File: config.mk
export PLATFORM = sky130hd
export DESIGN_NAME = hsf_outq
export DESIGN_NICKNAME = d
export VERILOG_FILES = /design/src/rtl/hsf_pkg.sv /design/src/rtl/hsf_outq.sv
export SDC_FILE = /design/constraint.sdc
export NUM_CORES = 1
export LEC_CHECK = 0
export ABC_AREA = 1
export BUFFER_PORTS_ARGS = -buffer_cell sky130_fd_sc_hd__buf_2
export CORE_ASPECT_RATIO = 0.7
export CORE_MARGIN = 5
export CORE_UTILIZATION = 46
export CTS_BUF_LIST = sky130_fd_sc_hd__clkbuf_16
export CTS_CLUSTER_DIAMETER = 150
export DETAILED_ROUTE_END_ITERATION = 10
export GPL_TIMING_DRIVEN = 0
export HOLD_SLACK_MARGIN = 0.03
export PLACE_DENSITY = 0.73
export SETUP_SLACK_MARGIN = 0.3
export SYNTH_ARGS = -nofsm -noshare
export SYNTH_HDL_FRONTEND = slang
export SYNTH_SLANG_ARGS = --single-unit
File: constraint.sdc
create_clock -name clock -period 1.7 [get_ports clock]
set_clock_uncertainty 0.15 [all_clocks]
set_input_delay 0.085 -clock clock [delete_from_list [all_inputs] [get_ports clock]]
set_output_delay 0.085 -clock clock [all_outputs]
set_load 0.03 [all_outputs]
File: src/rtl/hsf_pkg.sv
// Shared types and constants for the FTCS heat stencil step unit.
// Used by every module of the block; depends on nothing else.
package hsf_pkg;

   localparam int SAMPLE_W   = 16;
   localparam int COEF_W     = 15;
   localparam int GRID_REG_W = 8;
   localparam int LAP_W      = 19;
   localparam int MUL_W      = 35;
   localparam int RND_W      = MUL_W + 1;
   localparam int FRAC_SHIFT = 16;
   localparam int DELTA_W    = RND_W - FRAC_SHIFT;
   localparam int SUM_W      = DELTA_W + 1;

   localparam int CSR_IDX_W  = 1;
   localparam int CSR_DATA_W = COEF_W;

   localparam logic [CSR_IDX_W-1:0] CSR_STEP_COEF   = 1'b0;
   localparam logic [CSR_IDX_W-1:0] CSR_GRID_POINTS = 1'b1;

   localparam logic [COEF_W-1:0]     COEF_RESET = 15'd13107;
   localparam logic [GRID_REG_W-1:0] GRID_RESET = 8'd101;
   localparam int                    GRID_MIN   = 3;

   localparam logic [SAMPLE_W-1:0] ONE_Q15    = 16'h8000;
   localparam logic [RND_W-1:0]    ROUND_HALF = 36'd32768;

   localparam int OQ_DEPTH = 2;
   localparam int OQ_PTR_W = $clog2(OQ_DEPTH);
   localparam int OQ_CNT_W = $clog2(OQ_DEPTH + 1);

   typedef struct packed {
      logic [SAMPLE_W-1:0] sample;
      logic                frame_start;
   } req_type;

   typedef struct packed {
      logic [SAMPLE_W-1:0] value;
      logic                is_last;
   } rsp_type;

   // One column slot of the two line buffers.
   typedef struct packed {
      logic [SAMPLE_W-1:0] newer;
      logic [SAMPLE_W-1:0] older;
   } line_pair_type;

   typedef struct packed {
      logic signed [LAP_W-1:0] lap;
      logic [SAMPLE_W-1:0]     centre;
      logic                    emit;
      logic                    dual;
      logic                    border;
      logic                    last;
   } stage_type;

   typedef struct packed {
      logic [SAMPLE_W-1:0] centre;
      logic                emit;
      logic                dual;
      logic                border;
      logic                last;
   } ctl_type;

   typedef struct packed {
      logic [SAMPLE_W-1:0] value;
      logic                has_second;
      logic                last;
   } oq_entry_type;

   typedef struct packed {
      logic [OQ_CNT_W-1:0] count;
      logic                phase;
   } oq_status_type;

endpackage

File: src/rtl/hsf_outq.sv
// Result queue: two entries, each giving one result or, in the last row,
// the stencil result followed by the zero border result. Uses hsf_pkg.
module hsf_outq import hsf_pkg::*; (
   input  logic          clock,
   input  logic          reset,
   input  logic          push,
   input  oq_entry_type  push_entry,
   output logic          space,
   output oq_status_type status,
   output logic          rsp_valid,
   input  logic          rsp_ready,
   output rsp_type       rsp_data
);

   oq_entry_type        entries_ff [OQ_DEPTH];
   logic [OQ_PTR_W-1:0] wr_ptr_ff;
   logic [OQ_PTR_W-1:0] rd_ptr_ff;
   logic [OQ_CNT_W-1:0] count_ff;
   logic [OQ_CNT_W-1:0] count_in;
   logic                phase_ff;
   logic                phase_in;
   oq_entry_type        head;
   logic                transfer;
   logic                pop;

   assign head      = entries_ff[rd_ptr_ff];
   assign rsp_valid = (count_ff != '0);
   assign space     = (count_ff != OQ_CNT_W'(OQ_DEPTH));
   assign transfer  = rsp_valid & rsp_ready;
   assign pop       = transfer & (~head.has_second | phase_ff);

   assign rsp_data.value   = phase_ff ? '0 : head.value;
   assign rsp_data.is_last = phase_ff & head.last;

   always_comb begin
      count_in = count_ff;
      if (push && !pop) begin
         count_in = count_ff + 1'b1;
      end else if (pop && !push) begin
         count_in = count_ff - 1'b1;
      end
      phase_in = phase_ff;
      if (transfer) begin
         phase_in = head.has_second & ~phase_ff;
      end
   end

   always_ff @(posedge clock) begin
      if (reset) begin
         count_ff  <= '0;
         wr_ptr_ff <= '0;
         rd_ptr_ff <= '0;
         phase_ff  <= 1'b0;
      end else begin
         count_ff <= count_in;
         phase_ff <= phase_in;
         if (push) begin
            wr_ptr_ff <= wr_ptr_ff + 1'b1;
         end
         if (pop) begin
            rd_ptr_ff <= rd_ptr_ff + 1'b1;
         end
      end
   end

   always_ff @(posedge clock) begin
      if (push) begin
         entries_ff[wr_ptr_ff] <= push_entry;
      end
   end

   assign status.count = count_ff;
   assign status.phase = phase_ff;

endmodule
==> metrics.csv <==
metric,value,unit
start_util,47.2,%
fin_setup_tns,0,ps
syn_to_final_growth,55.0,%
tightest_slew,527,ps
fmax,0.635,GHz
cts-root-buf,clkbuf_16,
ioPinCount,44,
grt_max_degree,20,
coreArea,0.00349,sq mm
route.detailed.drc,0,
wl,4000,um
grt_pass1_vias,1297,
power.leakage,1.06,nW
synth_warnings,0,
cts.sinks,42,
peakVddDrop,891,uV
fin_crit_sh,92.6,%
antenna_found_initial,0,
fillCellCount,223,
min_path_cells,4,
grt_use_met1,20.2,%
htreeDepth,2,
clk_pin_slew,60,ps
std_cell_rows,18,
synth_top_family_by_area,simple AND/OR/NAND/NOR gates,
ys_types,20,
vias,1269,
clk_latency,280,ps
yosys.area_share.simple,14.1,%
layout.nets,240,
ys_seq_area_share,72.9,%
grt_util_met3,4.22,%
setup_viol,0,
muxShareOfSynthArea,0,%
detail_route.wl_per_cell,14.9,um
cp.required,1460,ps
final_util,73.2,%
reg2reg_to,count_ff[1],
grt_pass1_wl,6250,um
vias_per_cell,4.74,
reg2reg_setup_slack,170,ps
synth_xor_area_share,0,%
synthCells,138,
syn_nets,161,
endpoint_kind,output pin,
power_density,1140,mW/mm^2
arrival,1340,ps
rsz0062_at_grt,true,
dieWidth,81.5,um
syn_area,0.00165,sq mm
grt_overflow,0,
port_buffers,43,
postRouteAntennaNets,0,
critPathKind,reg -> out,
synth-compound-area-share,6.99,%
hold_viol_final,0,
status,"complete, no violations",
synth_fa_ha_area_share,0.759,%
slew_violations,0,
diodes,0,
drive_gt1_share,40.8,%
fin_crit,1570,ps
synth_seq_cells,42,
worstHoldStart,push,
dp.final_hpwl,2180,um
first_pass_iters,4,
grtUsageMet2,32.3,%
place.gp.congestion,0.699,
reg2reg_depth,11,
cts_made_buffers,5,
grt_usage,18.1,%
cts_tree,yes,
die_y,60.1,um
hp-class,in -> reg,
max-slew-margin-rel,64.8,%
synth.avg_cell_area,11.9,sq um
hold-path-endpoint,count_ff[0],
die-area,0.00490,sq mm
cts_buffer_depth,2,
drtIter0Drc,143,
cp-start-kind,flip-flop,
grt_busiest_layer,met2,
worstPathMaxFanout,5,
drv_cap,0,
through the flow:
stage	power, mW	cells	hold WS (ps)	area (sq um)	setup WS (ps)
finish	2.92	268	124	2550	126
global route	3.03	268	135	2550	58.0
CTS	2.89	267	98.8	2510	140
detailed placement	1.81	231	120	1950	61.0
global placement	1.80	231	118	1950	72.6
floorplan	1.63	138	14.3	1670	196
power breakdown:
group / internal (mW) / total, mW / switching (mW)
Combinational: 0.334 / 0.798 / 0.464
Sequential: 1.19 / 1.23 / 0.0317
Clock: 0.530 / 0.892 / 0.362
logic make-up after synthesis:
family / count (synthesis)
fa+ha+maj: 1
simple gates: 55
flops: 42
buf+inv: 17
compound gates: 23
sequential cells by signal (all words and copies together), names as in the netlist, named ones only:
signal / count
phase_ff: 1
count_ff: 2
rd_ptr_ff: 1
entries_ff: 36
wr_ptr_ff: 1
cell type report:
class | instances | area (sq um) | share of cell area, %
Buffer | 5 | 70.1 | 2.74
Clock buffer | 5 | 125 | 4.90
Clock inverter | 3 | 12.5 | 0.490
Inverter | 12 | 58.8 | 2.30
Multi-Input combinational cell | 79 | 428 | 16.7
Sequential cell | 42 | 1210 | 47.4
Tap cell | 50 | 62.6 | 2.45
Timing Repair Buffer | 72 | 587 | 23.0
cell usage after synthesis:
cell / count / share of area (%)
dfxtp_1: 6 / 7.3
ha_1: 1 / 0.76
clkbuf_2: 1 / 0.30
inv_2: 1 / 0.23
a21oi_1: 4 / 1.2
inv_6: 1 / 0.53
nor2_2: 1 / 0.38
o21ai_0: 17 / 5.2
nand2_1: 9 / 2.0
nor3_1: 1 / 0.30
o21ai_1: 2 / 0.61
nand2_4: 1 / 0.68
buf_6: 1 / 0.68
nand3_1: 1 / 0.30
nand3_4: 1 / 1.1
buf_4: 2 / 0.91
edfxtp_1: 36 / 66
buf_2: 1 / 0.30
nor2_1: 41 / 9.3
inv_1: 10 / 2.3
cell usage in the layout (no fill, tap or decap), types with 2 or more instances in the layout:
cell / count
edfxtp_1: 36
dlygate4sd3_1: 20
a21oi_1: 3
nand2_4: 2
nor2_1: 33
buf_4: 22
dfxtp_1: 2
dfxtp_2: 2
clkbuf_16: 6
nor2_2: 7
nand2_1: 7
buf_6: 3
o21ai_2: 3
buf_2: 26
dfxtp_4: 2
nor2_4: 2
buf_12: 3
o21ai_1: 9
inv_1: 9
o21ai_0: 7
worst max path at each step:
stage	slack [ps]	cells past startpoint	start	end
floorplan	200	8	count_ff[1]	count_ff[1]
global placement	70	1	wr_ptr_ff	entries_ff[0][16]
detailed placement	60	1	wr_ptr_ff	entries_ff[0][2]
CTS	140	11	flip-flop	count_ff[1]
global route	60	11	flip-flop	count_ff[1]
finish	130	7	flip-flop	rsp_data[9]
critical path: stages (launching register included):
cell and delay (ps):
dfxtp_2 320, buf_6 140, inv_8 50, buf_12 120, buf_16 130, nor2_2 80, nor2_1 50, buf_4 170
metal layers:
metal / share of wire [%] / wire length (um)
met4: 3.2 / 127
met5: 0 / 0
met2: 54 / 2140
met3: 5.4 / 218
met1: 38 / 1510
what timing repair did:
action	in CTS	in global routing
resized for setup	44	14
gates cloned	1	0
pin swaps	8	8
endpoints found under the hold margin	42	0
setup endpoints to repair	54	38
buffers inserted	7	1
hold buffers	20	0
Note: power is estimated with default switching activity, not from simulation.
