$ cat src/rtl/hsf_pkg.sv
// Shared types and constants for the FTCS heat stencil step unit.
// Used by every module of the block; depends on nothing else.
package hsf_pkg;

   localparam int SAMPLE_W   = 16;
   localparam int COEF_W     = 15;
   localparam int GRID_REG_W = 8;
   localparam int LAP_W      = 19;
   localparam int MUL_W      = 35;
   localparam int RND_W      = MUL_W + 1;
   localparam int FRAC_SHIFT = 16;
   localparam int DELTA_W    = RND_W - FRAC_SHIFT;
   localparam int SUM_W      = DELTA_W + 1;

   localparam int CSR_IDX_W  = 1;
   localparam int CSR_DATA_W = COEF_W;

   localparam logic [CSR_IDX_W-1:0] CSR_STEP_COEF   = 1'b0;
   localparam logic [CSR_IDX_W-1:0] CSR_GRID_POINTS = 1'b1;

   localparam logic [COEF_W-1:0]     COEF_RESET = 15'd13107;
   localparam logic [GRID_REG_W-1:0] GRID_RESET = 8'd101;
   localparam int                    GRID_MIN   = 3;

   localparam logic [SAMPLE_W-1:0] ONE_Q15    = 16'h8000;
   localparam logic [RND_W-1:0]    ROUND_HALF = 36'd32768;

   localparam int OQ_DEPTH = 2;
   localparam int OQ_PTR_W = $clog2(OQ_DEPTH);
   localparam int OQ_CNT_W = $clog2(OQ_DEPTH + 1);

   typedef struct packed {
      logic [SAMPLE_W-1:0] sample;
      logic                frame_start;
   } req_type;

   typedef struct packed {
      logic [SAMPLE_W-1:0] value;
      logic                is_last;
   } rsp_type;

   // One column slot of the two line buffers.
   typedef struct packed {
      logic [SAMPLE_W-1:0] newer;
      logic [SAMPLE_W-1:0] older;
   } line_pair_type;

   typedef struct packed {
      logic signed [LAP_W-1:0] lap;
      logic [SAMPLE_W-1:0]     centre;
      logic                    emit;
      logic                    dual;
      logic                    border;
      logic                    last;
   } stage_type;

   typedef struct packed {
      logic [SAMPLE_W-1:0] centre;
      logic                emit;
      logic                dual;
      logic                border;
      logic                last;
   } ctl_type;

   typedef struct packed {
      logic [SAMPLE_W-1:0] value;
      logic                has_second;
      logic                last;
   } oq_entry_type;

   typedef struct packed {
      logic [OQ_CNT_W-1:0] count;
      logic                phase;
   } oq_status_type;

endpackage

$ cat src/rtl/hsf_update.sv
// Multiply and round/saturate stages of the stencil update.
// Takes the registered laplacian from the front stage; uses hsf_pkg.
module hsf_update import hsf_pkg::*; (
   input  logic              clock,
   input  logic              reset,
   input  logic              advance,
   input  logic [COEF_W-1:0] coef,
   input  logic              stage_valid,
   input  stage_type         stage,
   output logic              push_valid,
   output oq_entry_type      push_entry
);

   logic signed [MUL_W-1:0] coef_x;
   logic signed [MUL_W-1:0] lap_x;
   logic signed [MUL_W-1:0] prod_in;
   logic signed [MUL_W-1:0] prod_ff;
   ctl_type                 ctl_in;
   ctl_type                 ctl_ff;
   logic                    valid_ff;

   logic signed [RND_W-1:0]   rnd;
   logic signed [DELTA_W-1:0] delta;
   logic signed [SUM_W-1:0]   total;
   logic [SAMPLE_W-1:0]       value;

   assign coef_x  = MUL_W'($signed({1'b0, coef}));
   assign lap_x   = MUL_W'(stage.lap);
   assign prod_in = coef_x * lap_x;

   assign ctl_in.centre = stage.centre;
   assign ctl_in.emit   = stage.emit;
   assign ctl_in.dual   = stage.dual;
   assign ctl_in.border = stage.border;
   assign ctl_in.last   = stage.last;

   always_ff @(posedge clock) begin
      if (reset) begin
         valid_ff <= 1'b0;
      end else if (advance) begin
         valid_ff <= stage_valid;
      end
   end

   always_ff @(posedge clock) begin
      if (advance) begin
         prod_ff <= prod_in;
         ctl_ff  <= ctl_in;
      end
   end

   // Round half up, then floor by dropping the fraction bits.
   assign rnd   = $signed({prod_ff[MUL_W-1], prod_ff}) + $signed(ROUND_HALF);
   assign delta = rnd[RND_W-1:FRAC_SHIFT];
   assign total = $signed({{(SUM_W-SAMPLE_W){1'b0}}, ctl_ff.centre})
                + $signed({delta[DELTA_W-1], delta});

   always_comb begin
      if (ctl_ff.border || total < 0) begin
         value = '0;
      end else if (total > $signed({{(SUM_W-SAMPLE_W){1'b0}}, ONE_Q15})) begin
         value = ONE_Q15;
      end else begin
         value = total[SAMPLE_W-1:0];
      end
   end

   assign push_valid            = valid_ff & ctl_ff.emit & advance;
   assign push_entry.value      = value;
   assign push_entry.has_second = ctl_ff.dual;
   assign push_entry.last       = ctl_ff.last;

endmodule

$ cat config.mk
export PLATFORM = sky130hd
export DESIGN_NAME = hsf_update
export DESIGN_NICKNAME = d
export VERILOG_FILES = /design/src/rtl/hsf_pkg.sv /design/src/rtl/hsf_update.sv
export SDC_FILE = /design/constraint.sdc
export NUM_CORES = 1
export LEC_CHECK = 0
export BUFFER_PORTS_ARGS = -buffer_cell sky130_fd_sc_hd__buf_2
export CAP_MARGIN = 40
export CORE_MARGIN = 2
export CORE_UTILIZATION = 45
export DETAILED_ROUTE_END_ITERATION = 10
export SLEW_MARGIN = 30
export SYNTH_ARGS = -nofsm -noshare
export SYNTH_HDL_FRONTEND = slang
export SYNTH_SLANG_ARGS = --single-unit
$ cat constraint.sdc
create_clock -name clock -period 23.1 [get_ports clock]
set_clock_uncertainty 0.15 [all_clocks]
set_input_delay 4.62 -clock clock [delete_from_list [all_inputs] [get_ports clock]]
set_output_delay 4.62 -clock clock [all_outputs]
set_load 0.01 [all_outputs]
==> flow_summary.toml <==
[setup_path]
cp_slowest_cell = "a211oi_1"
cp_max_fo = 19
cp-start-kind = "input port"
cp_data_required_time_ns = 22.98
critical_path.startpoint = "coef[7]"
path_class = "in2reg"
ff2ff_setup_slack_ns = 22.38
worstPathCellList = "buf_2 > nand2_1 > fa_1 > inv_1 > fa_1 > inv_1 > fa_1 > inv_1 > fa_1 > fa_1 > inv_1 > fa_1 > inv_1 > ha_1 > a21oi_1 > o21ai_0 > a221oi_1 > a211oi_1 > nor2_1 > o21ai_1 > a41o_1 > nor2_1 > xnor2_1"
crit_end = "prod_ff[31]$_DFFE_PP_"
arrival_ns = 10.71
r2r-start = "valid_ff$_SDFFE_PP0P_"
max_stage_delay_ns = 0.64
rr_worst_depth = 2
setup.worst_path.end_class = "flop"
crit_top_cell = "fa_1"
r2r_end = "valid_ff$_SDFFE_PP0P_"

[cts]
ctsHoldBuffers = 0
cts_setup_buffers = 0
cts_resized = 0
clock_sinks = 41
cts.htree.levels = 2
clkLatencyLatePin_ns = 0.28
cts_tree = "yes"
cts_buffer_depth = 2
numCtsBuffers = 5
clk_pin_slew_ns = 0.06
cts_root_buffer = "clkbuf_16"

[logic_synthesis]
async_flop_share_pct = 0
seq_area_frac_synth_pct = 9.44
syn_area_per_cell_sq_um = 9.30
syn-num-nets = 1836
yosysTopAreaCell = "fa_1"
synthesis.area_sq_um = 12900
syn-instance-count = 1391
synthFlopType = "edfxtp_1"
ys_types = 58
ys_warn_count = 0
synth_seq_cells = 41
synth_area_leaders = "fa_1 44%, inv_1 9.9%, ha_1 9.9%, edfxtp_1 9.3%, and2_1 5.8%"
synth.top_cell.area_share_pct = 44.1
synth_edf_count = 40

[layout]
nFillCells = 2778
n_antenna_cell = 0
nets = 1871
utilization_pct = 48.3
final_layout_size_suffix_gt1_share_pct = 6.80
syn_to_final_growth_pct = 6.36

[place]
io_buffers = 76
hpwl_microns = 25000
dp_worst_setup_slack_ns = 11.93
routabilityCongestion = 0.898

[floorplan]
rows = 62
die-area_sq_um = 30100
pin_count = 77
fp.dieW_microns = 174
design.core.area_sq_um = 28500
die-height_microns = 174
initial_core_util_pct = 45.5

[sta]
timing.final.ws_setup_ns = 12.28
finalHoldViolCount = 0
period_minus_slack_ns = 10.82
worst_pin_slew_ns = 0.805
setup_viol = 0
fin_crit_sh_pct = 46.9
maxSlewViolCount = 0
rsz0062_at_grt = "false"
max_freq_mhz = 92.4
slew_headroom_pct = 46.2
tns_ns = 0

[outcome]
outcome = "finished, final reports clean"

[routing]
post_drt_via_cell_ratio = 4.98
drt_wl_total_microns = 29200
wl_per_cell_microns = 16.1
drtIter0Drc = 367
drt_pass1_iterations = 6
antenna_left = 0
vias = 9017
drc = 0

[grt]
grt_max_degree = 43
antenna_found_initial = 0
grt_overflow_total = 0
first_global_vias = 9613
track_usage_pct = 20.7
grt_pass1_wl_microns = 49800

[worst_hold_path]
hold_path_class = "reg2reg"

[flow_run]
max-cap-violations = 0
==> per-stage QoR <==
stage | cells | cell area [sq um] | hold WS [ns]
after floorplan | 1391 | 12900 | 0.302
after global placement | 1803 | 13600 | 0.320
after detailed placement | 1803 | 13600 | 0.327
after CTS | 1811 | 13800 | 0.340
after global routing | 1811 | 13800 | 0.408
final | 1811 | 13800 | 0.334
==> layout by cell type, fill, tap and decap left out, drive strengths merged, types with 4 or more instances in the layout <==
| cell | n |
|---|---|
| fa | 285 |
| nand3 | 12 |
| buf | 77 |
| a21o | 12 |
| xor2 | 12 |
| a211oi | 6 |
| nand4 | 8 |
| nor2 | 35 |
| and3 | 5 |
| nand2 | 187 |
| a21oi | 32 |
| nor3b | 7 |
| inv | 342 |
| a31oi | 4 |
| nor2b | 6 |
| and4 | 6 |
| nor3 | 13 |
| clkbuf | 7 |
| edfxtp | 40 |
| mux2i | 5 |
| and2 | 122 |
| o21a | 8 |
| ha | 102 |
| xnor2 | 38 |
| o21ai | 26 |
==> Yosys cell counts (2+ instances only) <==
master	n
a32oi_1	3
nor2_1	34
and2_1	121
o22ai_1	2
clkbuf_1	42
edfxtp_1	40
mux2i_1	4
o21a_1	8
o21ai_1	2
nand4_1	8
nor3_1	13
buf_2	3
buf_1	2
a31oi_1	3
ha_1	102
nand3_1	11
a21oi_1	32
o31ai_1	2
xnor2_1	38
nor2b_1	5
a211oi_1	5
o21ai_0	23
inv_1	342
nand2_1	187
buf_4	2
nor3b_1	7
a21o_1	12
xor2_1	12
and4_1	6
fa_1	285
a211o_1	2
nand2b_1	3
and3_1	5
==> cell type report <==
type	instances	area [sq um]	share of cell area [%]
Tap cell	384	480	3.49
Inverter	342	1280	9.33
Clock inverter	1	7.51	0.0545
Multi-Input combinational cell	959	10200	74.4
Sequential cell	41	1220	8.87
Clock buffer	7	143	1.04
Timing Repair Buffer	77	388	2.82
==> worst min path at each step <==
stage	from	end	slack [ns]	cells past startpoint
2_1_floorplan	valid_ff$_SDFFE_PP0P_	valid_ff$_SDFFE_PP0P_	0.30	2
3_3_place_gp	valid_ff$_SDFFE_PP0P_	valid_ff$_SDFFE_PP0P_	0.32	2
3_5_place_dp	valid_ff$_SDFFE_PP0P_	valid_ff$_SDFFE_PP0P_	0.33	2
4_1_cts	valid_ff$_SDFFE_PP0P_	valid_ff$_SDFFE_PP0P_	0.34	2
5_1_grt	valid_ff$_SDFFE_PP0P_	valid_ff$_SDFFE_PP0P_	0.41	2
6_report	valid_ff$_SDFFE_PP0P_	valid_ff$_SDFFE_PP0P_	0.33	2
==> critical path, delay by kind of cell <==
| family | cells | cell delay (ns) |
|---|---|---|
| buf+inv | 6 | 0.59 |
| xor+xnor | 1 | 0.12 |
| fa+ha+maj | 7 | 3.26 |
| compound gates | 6 | 1.74 |
| simple gates | 3 | 0.36 |
==> cell families (layout without fill, tap and decap cells) <==
kind of cell / after synthesis / count (layout) / synth area share (%)
xor gates and xnor gates: 50 / 50 / 3.38
AOI/OAI and AO/OA: 110 / 110 / 5.79
muxes: 5 / 5 / 0.483
and+or+nand+nor: 407 / 407 / 15.5
adders and majority gates: 387 / 387 / 54.0
DFF: 41 / 41 / 9.44
buffers and inverters: 391 / 427 / 11.4
==> state kept, by name, summed over array words and instances (netlist names) <==
signal,cells
valid_ff,1
prod_ff,20
push_entry,2
ctl_ff,18
==> routing by layer <==
metal  GRT usage, %  vias up  routed length [microns]
met2           35.1      220                    14100
li1               -     4230                        -
met3           3.66       21                     1750
met1           28.7     4546                    13100
met5              0        -                        0
met4           2.59        0                      326
Power is not shown: default switching activity piles up to over one toggle a cycle in this logic, so the estimate is an artifact.
