## config.mk

```make
export PLATFORM = sky130hd
export DESIGN_NAME = hsf_cell
export DESIGN_NICKNAME = d
export VERILOG_FILES = /design/src/rtl/hsf_pkg.sv /design/src/rtl/hsf_cell.sv
export SDC_FILE = /design/constraint.sdc
export NUM_CORES = 1
export LEC_CHECK = 0
export BUFFER_PORTS_ARGS = -buffer_cell sky130_fd_sc_hd__buf_2
export CORE_MARGIN = 1
export CORE_UTILIZATION = 27
export CTS_BUF_LIST = sky130_fd_sc_hd__clkbuf_4 sky130_fd_sc_hd__clkbuf_8
export DETAILED_ROUTE_END_ITERATION = 10
export GPL_TIMING_DRIVEN = 0
export PLACE_DENSITY = 0.6
export SYNTH_ARGS = -nofsm -noshare
export SYNTH_HDL_FRONTEND = slang
export SYNTH_SLANG_ARGS = --single-unit
```

## constraint.sdc

```tcl
create_clock -name clock -period 1.13 [get_ports clock]
set_input_delay 0.0565 -clock clock [delete_from_list [all_inputs] [get_ports clock]]
set_output_delay 0.0565 -clock clock [all_outputs]
set_load 0.02 [all_outputs]
```

## src/rtl/hsf_pkg.sv

```systemverilog
// Shared types and constants for the FTCS heat stencil step unit.
// Used by every module of the block; depends on nothing else.
package hsf_pkg;

   localparam int SAMPLE_W   = 16;
   localparam int COEF_W     = 15;
   localparam int GRID_REG_W = 8;
   localparam int LAP_W      = 19;
   localparam int MUL_W      = 35;
   localparam int RND_W      = MUL_W + 1;
   localparam int FRAC_SHIFT = 16;
   localparam int DELTA_W    = RND_W - FRAC_SHIFT;
   localparam int SUM_W      = DELTA_W + 1;

   localparam int CSR_IDX_W  = 1;
   localparam int CSR_DATA_W = COEF_W;

   localparam logic [CSR_IDX_W-1:0] CSR_STEP_COEF   = 1'b0;
   localparam logic [CSR_IDX_W-1:0] CSR_GRID_POINTS = 1'b1;

   localparam logic [COEF_W-1:0]     COEF_RESET = 15'd13107;
   localparam logic [GRID_REG_W-1:0] GRID_RESET = 8'd101;
   localparam int                    GRID_MIN   = 3;

   localparam logic [SAMPLE_W-1:0] ONE_Q15    = 16'h8000;
   localparam logic [RND_W-1:0]    ROUND_HALF = 36'd32768;

   localparam int OQ_DEPTH = 2;
   localparam int OQ_PTR_W = $clog2(OQ_DEPTH);
   localparam int OQ_CNT_W = $clog2(OQ_DEPTH + 1);

   typedef struct packed {
      logic [SAMPLE_W-1:0] sample;
      logic                frame_start;
   } req_type;

   typedef struct packed {
      logic [SAMPLE_W-1:0] value;
      logic                is_last;
   } rsp_type;

   // One column slot of the two line buffers.
   typedef struct packed {
      logic [SAMPLE_W-1:0] newer;
      logic [SAMPLE_W-1:0] older;
   } line_pair_type;

   typedef struct packed {
      logic signed [LAP_W-1:0] lap;
      logic [SAMPLE_W-1:0]     centre;
      logic                    emit;
      logic                    dual;
      logic                    border;
      logic                    last;
   } stage_type;

   typedef struct packed {
      logic [SAMPLE_W-1:0] centre;
      logic                emit;
      logic                dual;
      logic                border;
      logic                last;
   } ctl_type;

   typedef struct packed {
      logic [SAMPLE_W-1:0] value;
      logic                has_second;
      logic                last;
   } oq_entry_type;

   typedef struct packed {
      logic [OQ_CNT_W-1:0] count;
      logic                phase;
   } oq_status_type;

endpackage

```

## src/rtl/hsf_cell.sv

```systemverilog
// One column slot of the shifting line buffers: holds the newer-row and
// older-row samples and passes them to its lower neighbor. Uses hsf_pkg.
module hsf_cell import hsf_pkg::*; (
   input  logic          clock,
   input  logic          shift_en,
   input  logic          is_entry,
   input  line_pair_type entry,
   input  line_pair_type next,
   output line_pair_type held
);

   line_pair_type held_ff;
   line_pair_type held_in;

   // The entry slot takes the new pair; all others take their upper neighbor.
   assign held_in = is_entry ? entry : next;

   always_ff @(posedge clock) begin
      if (shift_en) begin
         held_ff <= held_in;
      end
   end

   assign held = held_ff;

endmodule

```

==> results of run 1 <==
per-layer routing:
| layer | routed length [µm] | global-route usage, % | part of all wire, % | vias up |
|---|---|---|---|---|
| met5 | 0 | 0 | 0 | - |
| met4 | 65 | 6.35 | 2.1 | 0 |
| met3 | 231 | 4.29 | 7.6 | 7 |
| met2 | 1640 | 19.1 | 54 | 50 |
| met1 | 1100 | 9.78 | 36 | 443 |
| li1 | - | - | - | 471 |
path summary, 6_finish.rpt:
| kind | start | to | depth (start not counted) | slack [ps] |
|---|---|---|---|---|
| worst max-delay path | held[18] | held[18] | 1 | 250 |
| worst min-delay path | entry[9] | held[9] | 2 | 70 |
cell type report:
| cell class | instances | share of cell area [%] |
|---|---|---|
| buffer | 4 | 3.26 |
| clock buffer | 6 | 3.49 |
| clock inverter | 2 | 1.60 |
| multi-input combinational | 32 | 21.6 |
| sequential | 32 | 43.9 |
| tap | 70 | 4.00 |
| timing repair buffer | 97 | 22.2 |
logic make-up after synthesis:
kind of cell,after synthesis,synth area share [%]
buf+inv,4,4.74
flops,32,63.8
mux,32,31.4
power groups by stage:
stage / logic, mW / registers, mW / clock network [mW]
after floorplan: 0.195 / 1.63 / 0
after global placement: 0.590 / 1.48 / 0
after detailed placement: 0.593 / 1.48 / 0
after CTS: 0.594 / 1.46 / 1.12
after global routing: 0.619 / 1.47 / 1.17
final: 0.585 / 1.46 / 1.09
cell usage in the layout, fill, tap and decap left out:
master	n
clkinv_2	1
buf_2	97
edfxtp_1	32
clkbuf_8	5
mux2_2	2
buf_12	3
clkbuf_4	1
buf_6	1
mux2_4	30
bufinv_16	1
==> summary.txt, run 1 <==
Startpoint type of the worst setup path -> register
Seq. cell area -> 961 µm²
Fillers -> 490
Leakage power -> 1.04 nW
Max FFs per register -> 32
CP arrival -> 820 ps
Die area -> 5880 µm²
Worst path required time -> 1070 ps
Core area -> 5240 µm²
Gate power share -> 18.7%
GRT Util Overall -> 10.5%
Crit-path leading delay family -> flip-flops
Slowest cell on crit path -> edfxtp_1
Final Cell Area -> 2190 µm²
Post-synth top area cell -> edfxtp_1
Die X -> 76.7 µm
Worst setup EP type -> output port
CTS max path bufs -> 2
WHS -> 71.8 ps
Relative slew slack -> 52.6%
First-pass GRT wire length -> 4.60 mm
Flops & latches, synth -> 32
ANT cells -> 0
Crit Path Class -> register to output port
Largest net degree at the start of global routing -> 33
Status -> complete, no violations
Post-CTS Hold Buffers -> 0
Hold Vio Cnt, Final -> 0
First drt pass iteration count -> 4
Routability cong. -> 0.700
# IOs -> 99
Port Buffer Count -> 97
Synthesized area -> 1510 µm²
Grt ovf -> 0
Max FO, Critical Path -> 1
Post-synth top area share -> 63.8%
Via Count -> 971
Final wirelength -> 3.04 mm
H-tree levels -> 2
Min Clock Period, post-route -> 881 ps
Avg Inst Size Synth -> 22.1 µm²
Post-Syn Instances -> 68
DRC -> 0
Total number of yosys warnings -> 0
Setup TNS Final -> 0 ps
Slowest stage delay, CP -> 370 ps
Share of layout cells above drive strength 1 -> 81.5%
Setup Viol. Count Final -> 0
Bufs and invs on worst path -> 1
PD cells -> 1430 nW/µm²
Clk sinks -> 32
Largest cells by area after synthesis -> edfxtp_1, mux2_4, buf_12, mux2_2, buf_6
Dpl cells -> 235
Final Util -> 41.8%
Cell variety after synth -> 5
Setup WS post-layout -> 249 ps
Flop pwr share -> 46.6%
Postcts setup bufs -> 0
CTS clk-pin slew, worst paths -> 70 ps
CTS tree -> built
Clk root buf -> clkbuf_8
Vias in the first global route -> 962
Drt via density -> 4.00
Post_cts resized -> 0
Worst IR Drop VDD -> 557 µV
Post-synth top flop -> edfxtp_1
Placed cell area -> 2080 µm²
Die H -> 76.7 µm
Fin crit share -> 78.0%
WL per Instance -> 12.5 µm
Max Cap Viol -> 0
Cell with the most instances after synthesis -> edfxtp_1
Hold Path Class -> input pin to register
FFs w/ async S/R, synth -> 0%
Sw Share -> 22.9%
Cell chain of the critical path -> buf_2
Cell internal pwr -> 2.41 mW
Place WS -> 103 ps
Antenna violation net count after detailed routing -> 0
Site Rows -> 26
Number of antenna violations at the first check in global routing -> 0
Area of the multi-input gates -> 473 µm²
Synth-to-Final Area Change -> 45.5%
Total CTS buffers -> 5
Least-Margin Pin Slew -> 711 ps
Top cells by count, synth -> edfxtp_1, mux2_4, buf_12
Unrepaired setup endpoints after global routing -> false
Max Transition Viols Final -> 0
Number of synthesized flops with an enable pin -> 32
Total Power -> 3.13 mW
Clk pwr share -> 34.7%
F_max -> 1130 MHz
Finished Layout Cells -> 243
NumNets Final -> 239
Seq/Total Area, Yosys -> 63.8%
Post-synth net total -> 135
Iter 0 DRT Violations -> 23
P_sw -> 0.716 mW
Starting Density -> 28.7%
Power figures use the tool's default switching activity.
==> inputs of run 2 (changes only) <==
--- a/config.mk
+++ b/config.mk
@@ -11,7 +11,7 @@
 export CTS_BUF_LIST = sky130_fd_sc_hd__clkbuf_4 sky130_fd_sc_hd__clkbuf_8
 export DETAILED_ROUTE_END_ITERATION = 10
 export GPL_TIMING_DRIVEN = 0
-export PLACE_DENSITY = 0.6
+export PLACE_DENSITY = 0.62
 export SYNTH_ARGS = -nofsm -noshare
 export SYNTH_HDL_FRONTEND = slang
 export SYNTH_SLANG_ARGS = --single-unit
==> constraint.sdc (replaced) <==
create_clock -name clock -period 0.8 [get_ports clock]
set_input_delay 0.04 -clock clock [delete_from_list [all_inputs] [get_ports clock]]
set_output_delay 0.04 -clock clock [all_outputs]
set_load 0.02 [all_outputs]
==> run 2 against run 1 <==
The flow now finishes with violations (setup timing); non-clock buffer count stayed put; final cell count unchanged; flip-flop and latch count did not move; sequential share of layout area decreased by 3.0 points; worst setup slack got worse by 310 ps; global-route usage rose by 0.94 points; final area up 7.3%; hold slack got worse by 16 ps; combinational power up 68%; critical path type unchanged; highest routed layer unchanged.
==> summary.txt, run 2 (synthesis gave the netlist of run 1 again) <==
Final Util -> 44.9% (was 41.8%)
Max Cap Viol -> 0 (unchanged)
Final Cell Area -> 2350 µm² (was 2190 µm²)
Failing checks -> setup timing
Max FFs per register -> 32 (unchanged)
Final wirelength -> 3.21 mm (was 3.04 mm)
Worst setup EP type -> output port (unchanged)
Slowest cell on crit path -> edfxtp_1 (unchanged)
Postcts setup bufs -> 0 (unchanged)
Post-CTS Hold Buffers -> 0 (unchanged)
H-tree levels -> 2 (unchanged)
Startpoint type of the worst setup path -> register (unchanged)
CP arrival -> 820 ps (about the same)
Bufs and invs on worst path -> 1 (unchanged)
ANT cells -> 0 (unchanged)
Slowest stage delay, CP -> 400 ps (was 370 ps)
Placed cell area -> 2090 µm² (was 2080 µm²)
Routability cong. -> 0.720 (was 0.700)
DRC -> 0 (unchanged)
Status -> finished, violations left (was complete, no violations)
Fin crit share -> 108%
Max Transition Viols Final -> 0 (unchanged)
Hold Vio Cnt, Final -> 0 (unchanged)
PD cells -> 1830 nW/µm² (was 1430 nW/µm²)
Total CTS buffers -> 5 (unchanged)
Share of layout cells above drive strength 1 -> 80.9% (was 81.5%)
Commonest non-fill, non-tap cells in the layout -> buf_2, edfxtp_1, mux2_4, buf_6, clkbuf_8 (was buf_2, edfxtp_1, mux2_4, clkbuf_8, buf_12)
Site Rows -> 26 (unchanged)
Unrepaired setup endpoints after global routing -> true (was false)
Max FO, Critical Path -> 1 (unchanged)
Synth-to-Final Area Change -> 56.1% (was 45.5%)
Worst IR Drop VDD -> 726 µV (was 557 µV)
First-pass GRT wire length -> 4.92 mm (was 4.60 mm)
Starting Density -> 28.7% (unchanged)
Number of antenna violations at the first check in global routing -> 0 (unchanged)
Post_cts resized -> 24 (was 0)
Place WS -> -221 ps (was 103 ps)
Die X -> 76.7 µm (unchanged)
Core area -> 5240 µm² (unchanged)
Setup WS post-layout -> -65.0 ps (was 249 ps)
Clk sinks -> 32 (unchanged)
Commonest non-fill, non-tap cell in the layout -> buf_2 (unchanged)
Largest net degree at the start of global routing -> 33 (unchanged)
Clk root buf -> clkbuf_8 (unchanged)
Antenna violation net count after detailed routing -> 0 (unchanged)
First drt pass iteration count -> 4 (unchanged)
Via Count -> 982 (was 971)
Dpl cells -> 235 (unchanged)
Least-Margin Pin Slew -> 713 ps (was 711 ps)
WL per Instance -> 13.2 µm (was 12.5 µm)
Relative slew slack -> 52.5% (was 52.6%)
Iter 0 DRT Violations -> 7 (was 23)
NumNets Final -> 239 (unchanged)
GRT Util Overall -> 11.5% (was 10.5%)
Finished Layout Cells -> 243 (unchanged)
Port Buffer Count -> 97 (unchanged)
Die H -> 76.7 µm (unchanged)
Min Clock Period, post-route -> 865 ps
Worst path required time -> 760 ps (was 1070 ps)
Hold Path Class -> input pin to register (unchanged)
Die area -> 5880 µm² (unchanged)
Leakage power -> 1.09 nW (was 1.04 nW)
Setup Viol. Count Final -> 32 (was 0)
Grt ovf -> 0 (unchanged)
CTS tree -> built (unchanged)
CTS max path bufs -> 2 (unchanged)
Crit-path leading delay family -> flip-flops (unchanged)
# IOs -> 99 (unchanged)
Vias in the first global route -> 976 (was 962)
F_max -> 1160 MHz
Crit Path Class -> register to output port (unchanged)
CTS clk-pin slew, worst paths -> 70 ps (about the same)
Drt via density -> 4.04 (was 4.00)
Cell chain of the critical path -> buf_6 (was buf_2)
run 2: per-stage QoR:
step,setup TNS [ps],hold WS (ps),power [mW]
after CTS,-1970,41.2,4.27
after global routing,-2740,34.8,4.50
final,-1390,55.9,4.29
after floorplan,-1040,152,2.59
after detailed placement,-8760,343,2.95
after global placement,-8510,340,2.94
run 2: final cells by class:
cell class,instances,area [µm²]
fill,484,2890
sequential,32,961
timing repair buffer,97,661
multi-input combinational,32,473
tap,70,87.6
buffer,4,80.1
clock buffer,6,76.3
clock inverter,2,11.3
run 2: worst paths after layout:
check / startpoint / cells past startpoint / slack (ps) / end
max: held[14] / 1 / -60 / held[14]
min: entry[11] / 2 / 60 / held[11]
run 2: routing by layer:
| layer | up-vias | routed length, µm | global-route usage (%) |
|---|---|---|---|
| li1 | 472 | - | - |
| met5 | - | 0 | 0 |
| met3 | 7 | 320 | 6.07 |
| met4 | 0 | 47 | 5.77 |
| met1 | 444 | 1150 | 11.4 |
| met2 | 59 | 1690 | 19.4 |
run 2: power by group:
part	switching (mW)	leakage, nW	internal (mW)	total (mW)
sequential	0.0636	0.313	2.03	2.10
combinational	0.403	0.733	0.577	0.980
clock	0.578	0.0423	0.636	1.21
total	1.04	1.09	3.24	4.29
